### src/hdl/vrt_pkg.sv
// ---------------------------------------------------------------------------
// vrt_pkg: shared constants for the voxel ray traversal core
// Default geometry, fixed-point time format and queue depth.
// ---------------------------------------------------------------------------
`default_nettype none
package vrt_pkg;

	// default geometry
	localparam int MAX_CELLS_DEF = 64;
	localparam int FRAC_BITS_DEF = 16;
	localparam int CELL_BITS_DEF = 12;

	// times: unsigned, T_FRAC fractional bits, all ones means never
	localparam int T_W    = 48;
	localparam int T_FRAC = 32;
	localparam logic [T_W-1:0] T_INF = {T_W{1'b1}};
	localparam logic [63:0] T_INF_WIDE = 64'(T_INF);

	// segments buffered between front and back
	localparam int QUEUE_DEPTH = 2;

endpackage
`default_nettype wire

### src/hdl/vrt_fifo.sv
// ---------------------------------------------------------------------------
// vrt_fifo: small register queue
// Decouples the classify front from the walk back; valid/ready on each side.
// ---------------------------------------------------------------------------
`default_nettype none
module vrt_fifo import vrt_pkg::*; #(
	parameter int WIDTH = 8,
	parameter int DEPTH = QUEUE_DEPTH
) (
	input  wire logic             clk,
	input  wire logic             arst_n,
	input  wire logic             wr_valid,
	output logic                  wr_ready,
	input  wire logic [WIDTH-1:0] wr_data,
	output logic                  rd_valid,
	input  wire logic             rd_ready,
	output logic [WIDTH-1:0]      rd_data
);
	localparam int PTR_W = (DEPTH > 1) ? $clog2(DEPTH) : 1;
	localparam int CNT_W = $clog2(DEPTH + 1);

	logic [WIDTH-1:0] mem_q [DEPTH];
	logic [PTR_W-1:0] wptr_q, rptr_q;
	logic [CNT_W-1:0] count_q;
	logic             push, pop;

	assign wr_ready = (count_q != CNT_W'(DEPTH));
	assign rd_valid = (count_q != '0);
	assign rd_data  = mem_q[rptr_q];
	assign push     = wr_valid && wr_ready;
	assign pop      = rd_valid && rd_ready;

	// storage
	always_ff @(posedge clk) begin
		if (push) begin
			mem_q[wptr_q] <= wr_data;
		end
	end

	// pointers and fill level
	always_ff @(posedge clk or negedge arst_n) begin
		if (!arst_n) begin
			wptr_q  <= '0;
			rptr_q  <= '0;
			count_q <= '0;
		end else begin
			if (push) begin
				wptr_q <= (wptr_q == PTR_W'(DEPTH - 1)) ? '0 : wptr_q + 1'b1;
			end
			if (pop) begin
				rptr_q <= (rptr_q == PTR_W'(DEPTH - 1)) ? '0 : rptr_q + 1'b1;
			end
			if (push && !pop) begin
				count_q <= count_q + 1'b1;
			end else if (pop && !push) begin
				count_q <= count_q - 1'b1;
			end
		end
	end
endmodule
`default_nettype wire

### src/hdl/vrt_front.sv
// ---------------------------------------------------------------------------
// vrt_front: segment intake and per-axis setup
// Registers a segment, then forms origin, start cell, direction sign,
// boundary numerator and |direction| for each axis.
// ---------------------------------------------------------------------------
`default_nettype none
module vrt_front import vrt_pkg::*; #(
	parameter int FRAC_BITS = FRAC_BITS_DEF,
	parameter int CELL_BITS = CELL_BITS_DEF,
	localparam int IN_W  = CELL_BITS + FRAC_BITS,
	localparam int NUM_W = FRAC_BITS + 1,
	localparam int DEN_W = IN_W + 1,
	localparam int AX_W  = CELL_BITS + (CELL_BITS + 1) + 2 + NUM_W + DEN_W
) (
	input  wire logic                   clk,
	input  wire logic                   arst_n,
	input  wire logic                   in_valid,
	output logic                        in_ready,
	input  wire logic signed [IN_W-1:0] start_x,
	input  wire logic signed [IN_W-1:0] start_y,
	input  wire logic signed [IN_W-1:0] start_z,
	input  wire logic signed [IN_W-1:0] end_x,
	input  wire logic signed [IN_W-1:0] end_y,
	input  wire logic signed [IN_W-1:0] end_z,
	output logic                        item_valid,
	input  wire logic                   item_ready,
	output logic [3*AX_W-1:0]           item
);
	logic [IN_W-1:0] s_s1 [3];
	logic [IN_W-1:0] e_s1 [3];
	logic            v_s1;

	assign in_ready   = !v_s1 || item_ready;
	assign item_valid = v_s1;

	// input stage
	always_ff @(posedge clk) begin
		if (in_valid && in_ready) begin
			s_s1[0] <= start_x;
			s_s1[1] <= start_y;
			s_s1[2] <= start_z;
			e_s1[0] <= end_x;
			e_s1[1] <= end_y;
			e_s1[2] <= end_z;
		end
	end

	always_ff @(posedge clk or negedge arst_n) begin
		if (!arst_n) begin
			v_s1 <= 1'b0;
		end else if (in_ready) begin
			v_s1 <= in_valid;
		end
	end

	// per-axis setup, everything relative to the floor of the end point
	for (genvar g = 0; g < 3; g++) begin : g_axis
		logic [FRAC_BITS-1:0] efrac, erel, sfrac;
		logic [IN_W:0]        srel;
		logic [IN_W+1:0]      dir, dabs;
		logic                 neg, pos;
		logic [NUM_W-1:0]     num;

		always_comb begin
			efrac = e_s1[g][FRAC_BITS-1:0];
			// zero fraction at the end gets a one-LSB nudge
			erel  = (efrac == '0) ? FRAC_BITS'(1) : efrac;
			srel  = {s_s1[g][IN_W-1], s_s1[g]}
				- {e_s1[g][IN_W-1], e_s1[g][IN_W-1:FRAC_BITS], {FRAC_BITS{1'b0}}};
			sfrac = srel[FRAC_BITS-1:0];
			dir   = {{(IN_W + 2 - FRAC_BITS){1'b0}}, erel} - {srel[IN_W], srel};
			neg   = dir[IN_W+1];
			pos   = !neg && (dir != '0);
			dabs  = neg ? (~dir + 1'b1) : dir;
			num   = pos ? ({1'b1, {FRAC_BITS{1'b0}}} - {1'b0, sfrac}) : {1'b0, sfrac};
		end

		assign item[g*AX_W +: AX_W] = {e_s1[g][IN_W-1:FRAC_BITS], srel[IN_W:FRAC_BITS],
			pos, neg, num, dabs[DEN_W-1:0]};
	end
endmodule
`default_nettype wire

### src/hdl/vrt_div.sv
// ---------------------------------------------------------------------------
// vrt_div: radix-2 restoring divider for traversal times
// Computes min((num << T_FRAC) / den, T_INF), one quotient bit per cycle.
// ---------------------------------------------------------------------------
`default_nettype none
module vrt_div import vrt_pkg::*; #(
	parameter int NUM_W = 17,
	parameter int DEN_W = 29
) (
	input  wire logic             clk,
	input  wire logic             arst_n,
	input  wire logic             start,
	input  wire logic [NUM_W-1:0] num,
	input  wire logic [DEN_W-1:0] den,
	output logic                  done,
	output logic [T_W-1:0]        quot
);
	localparam int DVD_W = NUM_W + T_FRAC;
	localparam int CNT_W = $clog2(DVD_W + 1);

	logic [DVD_W-1:0] qd_q;   // dividend shifts out the top, quotient in the bottom
	logic [DEN_W-1:0] r_q, den_q;
	logic [CNT_W-1:0] cnt_q;
	logic             busy_q, done_q;
	logic [DEN_W:0]   rsh, rdif;
	logic             ge;
	logic [63:0]      qx;

	// one subtract-and-compare step
	always_comb begin
		rsh  = {r_q, qd_q[DVD_W-1]};
		rdif = rsh - {1'b0, den_q};
		ge   = (rsh >= {1'b0, den_q});
		qx   = 64'(qd_q);
	end

	assign done = done_q;
	assign quot = (qx > T_INF_WIDE) ? T_INF : qx[T_W-1:0];

	always_ff @(posedge clk) begin
		if (start) begin
			qd_q  <= {num, {T_FRAC{1'b0}}};
			r_q   <= '0;
			den_q <= den;
		end else if (busy_q) begin
			qd_q <= {qd_q[DVD_W-2:0], ge};
			r_q  <= ge ? rdif[DEN_W-1:0] : rsh[DEN_W-1:0];
		end
	end

	always_ff @(posedge clk or negedge arst_n) begin
		if (!arst_n) begin
			busy_q <= 1'b0;
			done_q <= 1'b0;
			cnt_q  <= '0;
		end else if (start) begin
			busy_q <= 1'b1;
			done_q <= 1'b0;
			cnt_q  <= CNT_W'(DVD_W);
		end else if (busy_q) begin
			cnt_q <= cnt_q - 1'b1;
			if (cnt_q == CNT_W'(1)) begin
				busy_q <= 1'b0;
				done_q <= 1'b1;
			end
		end
	end
endmodule
`default_nettype wire

### src/hdl/vrt_back.sv
// ---------------------------------------------------------------------------
// vrt_back: time setup and grid walk
// Runs the six time divisions, then steps one cell per output transfer.
// ---------------------------------------------------------------------------
`default_nettype none
module vrt_back import vrt_pkg::*; #(
	parameter int MAX_CELLS = MAX_CELLS_DEF,
	parameter int FRAC_BITS = FRAC_BITS_DEF,
	parameter int CELL_BITS = CELL_BITS_DEF,
	localparam int IN_W  = CELL_BITS + FRAC_BITS,
	localparam int NUM_W = FRAC_BITS + 1,
	localparam int DEN_W = IN_W + 1,
	localparam int AX_W  = CELL_BITS + (CELL_BITS + 1) + 2 + NUM_W + DEN_W
) (
	input  wire logic                        clk,
	input  wire logic                        arst_n,
	input  wire logic                        item_valid,
	output logic                             item_ready,
	input  wire logic [3*AX_W-1:0]           item,
	output logic                             out_valid,
	input  wire logic                        out_ready,
	output logic signed [CELL_BITS-1:0]      cell_x,
	output logic signed [CELL_BITS-1:0]      cell_y,
	output logic signed [CELL_BITS-1:0]      cell_z,
	output logic                             last_cell,
	output logic                             truncated
);
	localparam int REL_W = CELL_BITS + 3;
	localparam int CNT_W = (MAX_CELLS > 1) ? $clog2(MAX_CELLS) : 1;
	localparam int O_NUM = DEN_W;
	localparam int O_NEG = O_NUM + NUM_W;
	localparam int O_POS = O_NEG + 1;
	localparam int O_FL  = O_POS + 1;
	localparam int O_ORG = O_FL + CELL_BITS + 1;

	typedef enum logic [2:0] {
		S_IDLE = 3'b001,
		S_DIV  = 3'b010,
		S_WALK = 3'b100
	} back_state_t;

	back_state_t          state_q;
	logic [REL_W-1:0]     cur_q [3];
	logic [CELL_BITS-1:0] org_q [3];
	logic                 pos_q [3];
	logic                 neg_q [3];
	logic [T_W-1:0]       tmax_q [3];
	logic [T_W-1:0]       tdel_q [3];
	logic [CNT_W-1:0]     cnt_q;

	logic                 start;
	logic [5:0]           div_done;
	logic [T_W-1:0]       tmax_div [3];
	logic [T_W-1:0]       tdel_div [3];
	logic [CELL_BITS-1:0] cell_abs [3];
	logic                 at_end, at_limit, last, take;
	logic                 lt01, lt02, lt12;
	logic [2:0]           ax;

	assign start      = (state_q == S_IDLE) && item_valid;
	assign item_ready = (state_q == S_IDLE);

	// six dividers: boundary time and cell crossing time per axis
	for (genvar g = 0; g < 3; g++) begin : g_div
		vrt_div #(.NUM_W(NUM_W), .DEN_W(DEN_W)) u_tmax (
			.clk    (clk),
			.arst_n (arst_n),
			.start  (start),
			.num    (item[g*AX_W + O_NUM +: NUM_W]),
			.den    (item[g*AX_W +: DEN_W]),
			.done   (div_done[2*g]),
			.quot   (tmax_div[g])
		);
		vrt_div #(.NUM_W(NUM_W), .DEN_W(DEN_W)) u_tdel (
			.clk    (clk),
			.arst_n (arst_n),
			.start  (start),
			.num    ({1'b1, {FRAC_BITS{1'b0}}}),
			.den    (item[g*AX_W +: DEN_W]),
			.done   (div_done[2*g+1]),
			.quot   (tdel_div[g])
		);
		assign cell_abs[g] = cur_q[g][CELL_BITS-1:0] + org_q[g];
	end

	// walk decisions; ties go to z, then y, then x
	always_comb begin
		at_end   = (cur_q[0] == '0) && (cur_q[1] == '0) && (cur_q[2] == '0);
		at_limit = (cnt_q == CNT_W'(MAX_CELLS - 1));
		last     = at_end || at_limit;
		lt01     = tmax_q[0] < tmax_q[1];
		lt02     = tmax_q[0] < tmax_q[2];
		lt12     = tmax_q[1] < tmax_q[2];
		ax[0]    = lt01 && lt02;
		ax[1]    = !lt01 && lt12;
		ax[2]    = !ax[0] && !ax[1];
		take     = (state_q == S_WALK) && out_ready;
	end

	assign out_valid = (state_q == S_WALK);
	assign cell_x    = cell_abs[0];
	assign cell_y    = cell_abs[1];
	assign cell_z    = cell_abs[2];
	assign last_cell = last;
	assign truncated = !at_end && at_limit;

	function automatic logic [T_W-1:0] tsat_add(input logic [T_W-1:0] a,
		input logic [T_W-1:0] b);
		logic [T_W:0] s;
		s = {1'b0, a} + {1'b0, b};
		return s[T_W] ? T_INF : s[T_W-1:0];
	endfunction

	// per-axis walk state
	always_ff @(posedge clk) begin
		for (int i = 0; i < 3; i++) begin
			if (start) begin
				cur_q[i] <= {{2{item[i*AX_W + O_ORG - 1]}},
					item[i*AX_W + O_FL +: CELL_BITS + 1]};
				org_q[i] <= item[i*AX_W + O_ORG +: CELL_BITS];
				pos_q[i] <= item[i*AX_W + O_POS];
				neg_q[i] <= item[i*AX_W + O_NEG];
			end else if (state_q == S_DIV && (&div_done)) begin
				tmax_q[i] <= tmax_div[i];
				tdel_q[i] <= tdel_div[i];
			end else if (take && !last && ax[i]) begin
				if (pos_q[i]) begin
					cur_q[i] <= cur_q[i] + 1'b1;
				end else if (neg_q[i]) begin
					cur_q[i] <= cur_q[i] - 1'b1;
				end
				tmax_q[i] <= tsat_add(tmax_q[i], tdel_q[i]);
			end
		end
	end

	// sequencer
	always_ff @(posedge clk or negedge arst_n) begin
		if (!arst_n) begin
			state_q <= S_IDLE;
			cnt_q   <= '0;
		end else begin
			unique case (state_q)
				S_IDLE: begin
					if (item_valid) begin
						state_q <= S_DIV;
					end
				end
				S_DIV: begin
					cnt_q <= '0;
					if (&div_done) begin
						state_q <= S_WALK;
					end
				end
				S_WALK: begin
					if (out_ready) begin
						if (last) begin
							state_q <= S_IDLE;
						end else begin
							cnt_q <= cnt_q + 1'b1;
						end
					end
				end
				default: begin
					state_q <= S_IDLE;
				end
			endcase
		end
	end
endmodule
`default_nettype wire

### src/hdl/voxel_ray_traversal_3d_core.sv
// ---------------------------------------------------------------------------
// voxel_ray_traversal_3d_core: 3D grid walk of a line segment
// Input channel (in_valid/in_ready) takes one segment per transfer: start and
// end points in signed fixed point with FRAC_BITS fractional bits.
// Output channel (out_valid/out_ready) gives one visited cell per transfer,
// from the start cell to the cell holding the end point; last_cell marks the
// final cell, truncated marks a walk cut off after MAX_CELLS cells.
// A segment passes the intake register and the queue, then the radix-2 time
// dividers run, the times are loaded, and the walk gives one cell per cycle
// while out_ready is high. The walk unit takes the next segment only once it
// is idle again, after the last cell of the previous segment is taken.
// Up to two segments wait in the queue while the walk runs, so the input keeps
// taking items while the receiver stalls, until queue and intake are full.
// A stalled output holds its cell; the walk resumes on the next transfer.
// Reset clears the intake, queue and walk sequencer; no pass is needed.
// ---------------------------------------------------------------------------
`default_nettype none
module voxel_ray_traversal_3d_core import vrt_pkg::*; #(
	parameter int MAX_CELLS = MAX_CELLS_DEF,
	parameter int FRAC_BITS = FRAC_BITS_DEF,
	parameter int CELL_BITS = CELL_BITS_DEF,
	localparam int IN_W  = CELL_BITS + FRAC_BITS,
	localparam int NUM_W = FRAC_BITS + 1,
	localparam int DEN_W = IN_W + 1,
	localparam int AX_W  = CELL_BITS + (CELL_BITS + 1) + 2 + NUM_W + DEN_W
) (
	input  wire logic                        clk,
	input  wire logic                        arst_n,
	input  wire logic                        in_valid,
	output logic                             in_ready,
	input  wire logic signed [IN_W-1:0]      start_x,
	input  wire logic signed [IN_W-1:0]      start_y,
	input  wire logic signed [IN_W-1:0]      start_z,
	input  wire logic signed [IN_W-1:0]      end_x,
	input  wire logic signed [IN_W-1:0]      end_y,
	input  wire logic signed [IN_W-1:0]      end_z,
	output logic                             out_valid,
	input  wire logic                        out_ready,
	output logic signed [CELL_BITS-1:0]      cell_x,
	output logic signed [CELL_BITS-1:0]      cell_y,
	output logic signed [CELL_BITS-1:0]      cell_z,
	output logic                             last_cell,
	output logic                             truncated
);
	logic              f_valid, f_ready, q_valid, q_ready;
	logic [3*AX_W-1:0] f_item, q_item;

	vrt_front #(.FRAC_BITS(FRAC_BITS), .CELL_BITS(CELL_BITS)) u_front (
		.clk        (clk),
		.arst_n     (arst_n),
		.in_valid   (in_valid),
		.in_ready   (in_ready),
		.start_x    (start_x),
		.start_y    (start_y),
		.start_z    (start_z),
		.end_x      (end_x),
		.end_y      (end_y),
		.end_z      (end_z),
		.item_valid (f_valid),
		.item_ready (f_ready),
		.item       (f_item)
	);

	vrt_fifo #(.WIDTH(3*AX_W), .DEPTH(QUEUE_DEPTH)) u_queue (
		.clk      (clk),
		.arst_n   (arst_n),
		.wr_valid (f_valid),
		.wr_ready (f_ready),
		.wr_data  (f_item),
		.rd_valid (q_valid),
		.rd_ready (q_ready),
		.rd_data  (q_item)
	);

	vrt_back #(.MAX_CELLS(MAX_CELLS), .FRAC_BITS(FRAC_BITS), .CELL_BITS(CELL_BITS)) u_back (
		.clk        (clk),
		.arst_n     (arst_n),
		.item_valid (q_valid),
		.item_ready (q_ready),
		.item       (q_item),
		.out_valid  (out_valid),
		.out_ready  (out_ready),
		.cell_x     (cell_x),
		.cell_y     (cell_y),
		.cell_z     (cell_z),
		.last_cell  (last_cell),
		.truncated  (truncated)
	);
endmodule
`default_nettype wire
### config.mk
export PLATFORM = sky130hd
export DESIGN_NAME = voxel_ray_traversal_3d_core
export DESIGN_NICKNAME = d
export VERILOG_FILES = /design/src/hdl/vrt_pkg.sv /design/src/hdl/vrt_fifo.sv /design/src/hdl/vrt_front.sv /design/src/hdl/vrt_div.sv /design/src/hdl/vrt_back.sv /design/src/hdl/voxel_ray_traversal_3d_core.sv
export SDC_FILE = /design/constraint.sdc
export NUM_CORES = 2
export LEC_CHECK = 0
export BUFFER_PORTS_ARGS = -buffer_cell sky130_fd_sc_hd__buf_2
export CORE_MARGIN = 2
export CORE_UTILIZATION = 60
export CTS_BUF_LIST = sky130_fd_sc_hd__clkbuf_16
export CTS_CLUSTER_SIZE = 16
export DETAILED_ROUTE_END_ITERATION = 10
export GPL_ROUTABILITY_DRIVEN = 0
export HOLD_SLACK_MARGIN = 0.15
export PLACE_DENSITY = 0.78
export SLEW_MARGIN = 25
export SYNTH_ARGS = -nofsm -noshare
export SYNTH_HDL_FRONTEND = slang
export SYNTH_HIERARCHICAL = 1
export SYNTH_SLANG_ARGS = --single-unit
### constraint.sdc
create_clock -name clk -period 25.9 [get_ports clk]
set_input_delay 2.59 -clock clk [delete_from_list [all_inputs] [get_ports clk]]
set_output_delay 2.59 -clock clk [all_outputs]
set_load 0.01 [all_outputs]
==> results_dict.tcl <==
set metrics [dict create \
    run_status "completed" \
    ir_drop_uv 88.9 \
    final_cell_area_um2 106000 \
    slew_viol_final 0 \
    clockBufferDepth 3 \
    die_area_um2 167000 \
    pwr_density_cell_nw_per_um2 82.1 \
    endpoint_kind "flip-flop" \
    ys.flop_type "edfxtp_1" \
    syn_inst 9413 \
    post-place-cells 11385 \
    postRouteAntennaNets 0 \
    ios 212 \
    io_buffers 211 \
    period_share_pct 27.6 \
    mostFrequentLayoutCell "edfxtp_1" \
    clock_skew_ns 0.0486 \
    cts_hold_buffers 0 \
    instances_no_fill 11732 \
    post_synth_num_cell_types 108 \
    cts_setup_buffers 0 \
    path_class "flip-flop to flip-flop" \
    grt_max_degree 183 \
    rows 148 \
    hold_violations 0 \
    via_per_inst 6.25 \
    wirelength_um 235000 \
    path_clk_slew_ns 0.06 \
    drc_errors 0 \
    seq_area_frac_synth_pct 47.4 \
    fp.dieH_um 409 \
    first_iter_violations 7348 \
    avgRoutedWirePerCell_um 20.0 \
    htree_levels 4 \
    cts_buffers 181 \
    grt_use_met1_pct 37.3 \
    async_flop_share_pct 3.68 \
    fin_crit_ns 7.15 \
    synth_top_area_cell "edfxtp_1" \
    max_freq_mhz 140 \
    final_cell_mix "edfxtp_1 (1257), nor2_1 (813), a21oi_1 (674)" \
    dp_hpwl_um 168000 \
    die_w_um 409 \
    cts_sinks 1685 \
    route.vias.total 73282 \
    first_pass_iters 9 \
    cts_resized 0 \
    cap_violations 0 \
    core_area_um2 163000 \
    grt.busiest_layer "met2" \
    synth_area_um2 98400 \
    nFillCells 12268 \
    rsz0062_at_grt "no" \
    dpl_cell_area_um2 100000 \
    slew_headroom_pct 30.2 \
    setup_tns_ns 0 \
    grt_pass1_vias 69970 \
    cp.required_ns 26.43 \
    dpl_worst_slack_ns 18.90 \
    grt_use_total_pct 27.1 \
    initial_core_util_pct 60.5 \
    synth.avg_cell_area_um2 10.5 \
    antenna_found_initial 2 \
    r2r_slack_ns 18.75 \
    hold_path.class "flip-flop to flip-flop" \
    cts_root_buf "clkbuf_16" \
    cts_tree "yes" \
    finalSetupViolCount 0 \
    worst_slack_ns 18.75 \
    yosysWarnings 6 \
    worstSetupStartpointType "flip-flop" \
    use_met3_pct 3.73 \
    grt_pass1_wl_um 371000 \
    synth_edf_count 1257 \
    clock_latency_ns 0.84 \
    synthTopCellsByArea "edfxtp_1 (38%), ha_1 (7.8%), dfxtp_1 (7.4%)" \
    worst_pin_slew_ns 1.05 \
    crit_arrival_ns 7.68 \
    nets 10204 \
    syn2layout_area_growth_pct 8.19 \
    met2_usage_pct 43.6 \
    crit_fanout 50 \
    grt-ovfl-total 0 \
    synth_top_area_share_pct 38.4 \
    p_leak_uw 0.0449 \
    drive_gt1_share_pct 13.0 \
    ys_seq_elements 1685 \
]
[final cells by class]
type / count / area [um^2] / area share, %
Multi-Input combinational cell: 6673 / 47100 / 44.3
Clock inverter: 152 / 1430 / 1.34
Timing Repair Buffer: 275 / 1640 / 1.54
Tap cell: 2175 / 2720 / 2.56
Clock buffer: 187 / 4680 / 4.40
Antenna cell: 4 / 10.0 / 0.00940
Inverter: 581 / 2190 / 2.06
Sequential cell: 1685 / 46700 / 43.8
[worst max-delay path: stages (launching register included)]
cell      delay (ns)
edfxtp_1        0.40
inv_1           0.07
ha_1            0.32
nand3_1         0.14
or4_1           0.55
or4_1           0.48
a31oi_1         0.51
a211oi_1        0.16
o41ai_4         0.42
mux2i_1         0.27
and2_2          0.16
buf_4           0.53
nand3b_1        0.18
inv_1           0.43
ha_1            0.37
a21o_1          0.19
a21oi_1         0.27
o21a_1          0.18
o31ai_1         0.11
o41ai_1         0.46
o21bai_1        0.12
a21oi_1         0.19
xnor2_1         0.16
o221ai_1        0.14
[synthesized netlist by cell type, drive strengths merged (142+ instances only)]
master,n
mux2i,286
nand2,547
xor2,175
nand3,194
dfxtp,366
xnor2,327
nor2,821
clkbuf,291
o21ai,396
ha,616
edfxtp,1257
mux2,241
a211oi,142
a21oi,674
inv,581
buf,232
a21o,212
or2,324
[stage by stage]
stage	power (uW)	utilization [%]	hold WS, ns
after detailed placement	6090	61.6	0.454
after CTS	8730	65.3	0.466
after global placement	5990	61.5	0.449
after floorplan	5650	-	0.437
final	8740	65.4	0.467
after global routing	9150	65.4	0.486
[kinds of logic (layout without fill, tap and decap cells)]
kind of cell,after synthesis,in the layout,synth area share [%]
XOR/XNOR,502,502,4.47
flip-flops,1685,1685,47.4
other,2,55,0.00763
AND/OR/NAND/NOR,2629,2629,13.3
multiplexers,527,527,5.67
adder cells (fa/ha/maj),635,635,8.22
AO/OA/AOI/OAI,2329,2329,15.9
buffers and inverters,1104,1195,5.01
[per-layer routing]
metal / wire (um) / up-vias
li1: - / 34488
met1: 101000 / 35199
met2: 108000 / 3020
met3: 16300 / 575
met4: 9250 / 0
met5: 0 / -
[state kept, by name (all words and copies together) (netlist names), 144 cells and up]
name / flops
u_back/tdel_q: 144
u_back/g_div.u_tmax/qd_q: 147
u_back/g_div.u_tdel/qd_q: 147
u_queue/mem_q: 438
u_back/tmax_q: 144
[worst paths after layout]
| check | depth (start not counted) | endpoint | from |
|---|---|---|---|
| worst min register to register | 2 | u_back/g_div[0].u_tmax/r_q[2] | u_back/g_div[0].u_tmax/r_q[2] |
| worst max register to register | 23 | u_back/cur_q[2][14] | u_back/tmax_q[1][13] |
| worst max-delay path | 23 | u_back/cur_q[2][14] | u_back/tmax_q[1][13] |
| worst min-delay path | 2 | u_back/g_div[0].u_tmax/r_q[2] | u_back/g_div[0].u_tmax/r_q[2] |
| min in group asynchronous | 1 | u_back/g_div[2].u_tdel/cnt_q[5] | arst_n |
| max in group asynchronous | 1 | u_back/g_div[1].u_tmax/busy_q | arst_n |
[power breakdown]
part           switching [uW]  internal, uW
logic                    1460           917
clock network            1120          1500
registers                 190          3560
Note: power is estimated with default switching activity, not from simulation.
